==> config.mk <==
export PLATFORM = sky130hd
export DESIGN_NAME = acm_front
export DESIGN_NICKNAME = d
export VERILOG_FILES = /design/src/hdl/acm_pkg.sv /design/src/hdl/acm_front.sv
export SDC_FILE = /design/constraint.sdc
export NUM_CORES = 1
export LEC_CHECK = 0
export BUFFER_PORTS_ARGS = -buffer_cell sky130_fd_sc_hd__buf_2
export CORE_MARGIN = 5
export CORE_UTILIZATION = 45
export DETAILED_ROUTE_END_ITERATION = 12
export HOLD_SLACK_MARGIN = 0.02
export MAX_ROUTING_LAYER = met4
export PLACE_DENSITY = 0.72
export SYNTH_ARGS = -nofsm -noshare
export SYNTH_HDL_FRONTEND = slang
export SYNTH_SLANG_ARGS = --single-unit
==> constraint.sdc <==
create_clock -name clk -period 12.15 [get_ports clk]
set_input_delay 2.43 -clock clk [delete_from_list [all_inputs] [get_ports clk]]
set_output_delay 2.43 -clock clk [all_outputs]
set_load 0.05 [all_outputs]
==> src/hdl/acm_pkg.sv <==
// Shared types, constants and AES round functions for the CTR/CBC-MAC engine.
package acm_pkg;

	localparam int CFG_IDX_W = 1;
	localparam logic [CFG_IDX_W-1:0] REG_KEY_HIGH = 1'b0;
	localparam logic [CFG_IDX_W-1:0] REG_KEY_LOW  = 1'b1;
	localparam logic [3:0] LAST_ROUND = 4'd10;

	typedef struct packed {
		logic [127:0] data;
		logic [15:0]  byte_mask;
		logic         first_block;
		logic [63:0]  nonce;
		logic [59:0]  start_block;
		logic         encrypt_mode;
	} item_t;

	localparam logic [7:0] SBOX [256] = '{
		8'h63,8'h7c,8'h77,8'h7b,8'hf2,8'h6b,8'h6f,8'hc5,8'h30,8'h01,8'h67,8'h2b,8'hfe,8'hd7,8'hab,8'h76,
		8'hca,8'h82,8'hc9,8'h7d,8'hfa,8'h59,8'h47,8'hf0,8'had,8'hd4,8'ha2,8'haf,8'h9c,8'ha4,8'h72,8'hc0,
		8'hb7,8'hfd,8'h93,8'h26,8'h36,8'h3f,8'hf7,8'hcc,8'h34,8'ha5,8'he5,8'hf1,8'h71,8'hd8,8'h31,8'h15,
		8'h04,8'hc7,8'h23,8'hc3,8'h18,8'h96,8'h05,8'h9a,8'h07,8'h12,8'h80,8'he2,8'heb,8'h27,8'hb2,8'h75,
		8'h09,8'h83,8'h2c,8'h1a,8'h1b,8'h6e,8'h5a,8'ha0,8'h52,8'h3b,8'hd6,8'hb3,8'h29,8'he3,8'h2f,8'h84,
		8'h53,8'hd1,8'h00,8'hed,8'h20,8'hfc,8'hb1,8'h5b,8'h6a,8'hcb,8'hbe,8'h39,8'h4a,8'h4c,8'h58,8'hcf,
		8'hd0,8'hef,8'haa,8'hfb,8'h43,8'h4d,8'h33,8'h85,8'h45,8'hf9,8'h02,8'h7f,8'h50,8'h3c,8'h9f,8'ha8,
		8'h51,8'ha3,8'h40,8'h8f,8'h92,8'h9d,8'h38,8'hf5,8'hbc,8'hb6,8'hda,8'h21,8'h10,8'hff,8'hf3,8'hd2,
		8'hcd,8'h0c,8'h13,8'hec,8'h5f,8'h97,8'h44,8'h17,8'hc4,8'ha7,8'h7e,8'h3d,8'h64,8'h5d,8'h19,8'h73,
		8'h60,8'h81,8'h4f,8'hdc,8'h22,8'h2a,8'h90,8'h88,8'h46,8'hee,8'hb8,8'h14,8'hde,8'h5e,8'h0b,8'hdb,
		8'he0,8'h32,8'h3a,8'h0a,8'h49,8'h06,8'h24,8'h5c,8'hc2,8'hd3,8'hac,8'h62,8'h91,8'h95,8'he4,8'h79,
		8'he7,8'hc8,8'h37,8'h6d,8'h8d,8'hd5,8'h4e,8'ha9,8'h6c,8'h56,8'hf4,8'hea,8'h65,8'h7a,8'hae,8'h08,
		8'hba,8'h78,8'h25,8'h2e,8'h1c,8'ha6,8'hb4,8'hc6,8'he8,8'hdd,8'h74,8'h1f,8'h4b,8'hbd,8'h8b,8'h8a,
		8'h70,8'h3e,8'hb5,8'h66,8'h48,8'h03,8'hf6,8'h0e,8'h61,8'h35,8'h57,8'hb9,8'h86,8'hc1,8'h1d,8'h9e,
		8'he1,8'hf8,8'h98,8'h11,8'h69,8'hd9,8'h8e,8'h94,8'h9b,8'h1e,8'h87,8'he9,8'hce,8'h55,8'h28,8'hdf,
		8'h8c,8'ha1,8'h89,8'h0d,8'hbf,8'he6,8'h42,8'h68,8'h41,8'h99,8'h2d,8'h0f,8'hb0,8'h54,8'hbb,8'h16
	};

	function automatic logic [7:0] xtime(input logic [7:0] a);
		return {a[6:0], 1'b0} ^ (a[7] ? 8'h1b : 8'h00);
	endfunction

	function automatic logic [127:0] key_next(input logic [127:0] rk, input logic [7:0] rcon);
		logic [31:0] w0, w1, w2, w3, tmp;
		w0 = rk[127:96];
		w1 = rk[95:64];
		w2 = rk[63:32];
		w3 = rk[31:0];
		tmp = {SBOX[w3[23:16]] ^ rcon, SBOX[w3[15:8]], SBOX[w3[7:0]], SBOX[w3[31:24]]};
		w0 = w0 ^ tmp;
		w1 = w1 ^ w0;
		w2 = w2 ^ w1;
		w3 = w3 ^ w2;
		return {w0, w1, w2, w3};
	endfunction

	function automatic logic [127:0] aes_round(input logic [127:0] s, input logic [127:0] rk,
			input logic last);
		logic [7:0] b [16];
		logic [7:0] t [16];
		logic [7:0] a0, a1, a2, a3, all;
		logic [127:0] o;
		for (int i = 0; i < 16; i++) begin
			b[i] = s[127-8*i -: 8];
		end
		for (int c = 0; c < 4; c++) begin
			for (int j = 0; j < 4; j++) begin
				t[j+4*c] = SBOX[b[j + 4*((c+j) & 3)]];
			end
		end
		if (!last) begin
			for (int c = 0; c < 4; c++) begin
				a0 = t[4*c];
				a1 = t[4*c+1];
				a2 = t[4*c+2];
				a3 = t[4*c+3];
				all = a0 ^ a1 ^ a2 ^ a3;
				t[4*c]   = a0 ^ all ^ xtime(a0 ^ a1);
				t[4*c+1] = a1 ^ all ^ xtime(a1 ^ a2);
				t[4*c+2] = a2 ^ all ^ xtime(a2 ^ a3);
				t[4*c+3] = a3 ^ all ^ xtime(a3 ^ a0);
			end
		end
		for (int i = 0; i < 16; i++) begin
			o[127-8*i -: 8] = t[i] ^ rk[127-8*i -: 8];
		end
		return o;
	endfunction

endpackage

==> src/hdl/acm_front.sv <==
// Front end: accepts requests, builds the MAC byte mask and queues them.
module acm_front import acm_pkg::*; (
	input  logic         clk,
	input  logic         arst_n,
	input  logic         push,
	output logic         full,
	input  logic [63:0]  data_high,
	input  logic [63:0]  data_low,
	input  logic [4:0]   valid_bytes,
	input  logic         first_block,
	input  logic [63:0]  nonce,
	input  logic [59:0]  start_block,
	input  logic         encrypt_mode,
	output logic         avail,
	output item_t        head,
	input  logic         take
);

	item_t      slot_q [2];
	logic       wr_ptr_q, rd_ptr_q;
	logic [1:0] count_q;
	item_t      item;
	logic       do_push, do_take;

	always_comb begin
		item.data = {data_high, data_low};
		for (int i = 0; i < 16; i++) begin
			item.byte_mask[i] = (valid_bytes > 5'(i));
		end
		item.first_block  = first_block;
		item.nonce        = nonce;
		item.start_block  = start_block;
		item.encrypt_mode = encrypt_mode;
	end

	assign full    = (count_q == 2'd2);
	assign avail   = (count_q != 2'd0);
	assign head    = slot_q[rd_ptr_q];
	assign do_push = push && !full;
	assign do_take = take && avail;

	always_ff @(posedge clk) begin
		if (do_push) begin
			slot_q[wr_ptr_q] <= item;
		end
	end

	always_ff @(posedge clk or negedge arst_n) begin
		if (!arst_n) begin
			wr_ptr_q <= 1'b0;
			rd_ptr_q <= 1'b0;
			count_q  <= 2'd0;
		end else begin
			if (do_push) begin
				wr_ptr_q <= !wr_ptr_q;
			end
			if (do_take) begin
				rd_ptr_q <= !rd_ptr_q;
			end
			count_q <= count_q + {1'b0, do_push} - {1'b0, do_take};
		end
	end

endmodule

==> metrics.txt <==
Total Wirelength 44090 um; chip height 224 um; crit-path max FO 130; CTS buffer count 55; nets@finish 1719; Max Fclk 188.7 MHz; CORE AREA 45380 um2; R2R setup slack 9.25 ns; DR pass1 iterations 4; status complete, no violations; Initial Util 45.41%; design area 25540 um2; Post-synth top cells edfxtp_1, mux2_4, mux2_2; Setup Viol. Count Final 0; via count 10238; cell leakage power 0.009983 uW; vias in the first global route 10975; clk_lat worst skew 0.58 ns; synth unique cells 25; part of the Yosys area used for sequential elements 79.17%; R2R cell count 5; Worst Max-Slew Pin Slew 1.286 ns; CTS sink count 544; pin count of the biggest net entering global routing 151; Worst R2R End slot_q[0][106]; cell family with most CP delay buffers and inverters; worst clock skew 0.01442 ns; CP Capture Point head[139]; crit end category primary output; Rows 78; WP data arrival 2.87 ns; share of Yosys cell area claimed by the top area cell type 78.68%; Crit path depth 3; initial antenna violation count 10; die area 50180 um2; Final min period 5.300 ns; total power 7460 uW; fraction of layout cells with a size suffix above 1 59.63%; RSZ-0062 raised after global routing false; Final Cycle Share 43.62%; ys async rst share 0.7353%; # hold bufs at CTS 0; cell count after synthesis 888; HPWL Detailed 30850 um; clk buf depth 3; register bit count reported by yosys 544; Hold Path Class flip-flop to flip-flop; first-pass GRT wire length 65010 um; YS warnings 0; Worst EP required 9.72 ns; critical path launch point rd_ptr_q; max cap viols 0; DR DRC count 0; IR drop worst, VDD 0.2964 mV; clk slew on worst S/H paths 0.06 ns; Post-synth EDFFs 540; TNS Setup 0 ns; Post-Synthesis Cell Area 20610 um2; Avg Cell Area, Syn 23.21 um2; Startpoint Class flip-flop; Max transition margin 14.25%; clk root buf clkbuf_16; Detail Route Antenna Nets 0; Synth area leaders edfxtp_1, mux2_4, mux2_2; final max-slew violation count 0; Area Growth Syn to Fin 23.92%; Synth Net Count 1153; Die Width 224 um; RR Startpoint count_q[1]; 1st-iter DRT viols 659; GRT Overall Usage 17.40%; DR WL/cell 20.93 um; Cell Area, Placed 23840 um2; crit path buf inv count 2; GR Overflow Total 0; port bufs 534; count leader, synth edfxtp_1; delay of the slowest critical-path stage 0.70 ns; Post-CTS Resized 0; slowest stage cell, crit path dfrtp_4; crit path kind flip-flop to primary output; Via density 4.861; H-Tree Depth 2; GPL Wtd Cong 0.8230; critical-path cell list buf_12 > mux2_4 > buf_2; setup bufs post-CTS 0; CTS tree done; final hold violations 0; Pwr Density 292.1 nW/um2; Most used DFF post-synth edfxtp_1; post-synth top area cell edfxtp_1; Fin Hold WS 0.5110 ns; # IOs 535
[worst min-delay path by stage]
| stage | from | to | slack, ns | depth (start not counted) |
|---|---|---|---|---|
| floorplan | count_q[1] | count_q[1] | 0.46 | 1 |
| global placement | count_q[1] | count_q[1] | 0.48 | 1 |
| detailed placement | count_q[1] | count_q[1] | 0.50 | 1 |
| CTS | count_q[1] | count_q[1] | 0.52 | 1 |
| global route | count_q[1] | count_q[1] | 0.54 | 1 |
| finish | count_q[1] | count_q[1] | 0.51 | 1 |
[worst reg2reg max path, delay by kind of cell, from the launching register on]
family / cells / cell delay, ns
simple gates: 3 / 0.41
flops: 1 / 0.40
buf+inv: 2 / 1.64
[state kept, by name, summed over array words and instances (netlist names)]
signal	cells
slot_q	540
wr_ptr_q	1
count_q	2
rd_ptr_q	1
[logic make-up (layout without fill, tap and decap cells)]
kind of cell / count (synthesis) / count (layout) / share of synthesized area, %
xor+xnor: 4 / 4 / 0.1700
flops: 544 / 544 / 79.17
other cells: 0 / 10 / 0
buf+inv: 38 / 646 / 1.548
simple gates: 23 / 23 / 0.5404
compound gates: 7 / 7 / 0.2368
mux: 270 / 270 / 18.21
fa+ha+maj: 2 / 2 / 0.1214
[power by group]
part,switching (uW),total [uW],internal [uW]
Sequential,116,2690,2570
Clock,659,1560,900
Combinational,2260,3220,952
Total,3040,7460,4420
[final cells by class]
| cell class | count | area, um2 |
|---|---|---|
| Antenna cell | 10 | 25.02 |
| Clock buffer | 73 | 1486 |
| Clock inverter | 26 | 190.2 |
| Fill cell | 3484 | 19840 |
| Inverter | 4 | 15.01 |
| Multi-Input combinational cell | 306 | 3986 |
| Sequential cell | 544 | 16320 |
| Tap cell | 600 | 750.7 |
| Timing Repair Buffer | 543 | 2765 |
[layer usage]
| metal | track usage [%] | vias up | share of wire (%) |
|---|---|---|---|
| met2 | 29.39 | 391 | 52 |
| met5 | - | - | 0 |
| li1 | - | 4689 | - |
| met4 | 5.119 | 0 | 2.2 |
| met3 | 6.421 | 66 | 9.3 |
| met1 | 19.46 | 5092 | 37 |
[cells in the final DEF (no fill, tap or decap), types with 2 or more instances in the layout]
cell	Yosys	final
buf_4	0	7
diode_2	0	10
o21ai_0	2	2
xnor2_1	3	3
clkinvlp_4	0	3
bufinv_16	0	2
o21bai_1	2	2
nand2_1	9	9
dfrtp_1	4	3
mux2_4	190	190
buf_12	0	2
clkinv_1	0	9
buf_2	9	534
clkbuf_1	3	16
clkbuf_16	0	57
clkinv_2	0	9
inv_1	4	4
mux2_2	80	80
ha_1	2	2
nor2_1	3	2
nand2b_1	5	5
edfxtp_1	540	540
[metrics by stage]
step	worst slack, ns	utilization, %	cells
4_1_cts	6.798	56.22	2096
5_1_grt	6.712	56.28	2106
3_5_place_dp	7.291	52.53	1997
6_report	6.850	56.28	2106
3_3_place_gp	7.290	52.53	1997
2_1_floorplan	2.117	-	888
Note: power is estimated with default switching activity, not from simulation.
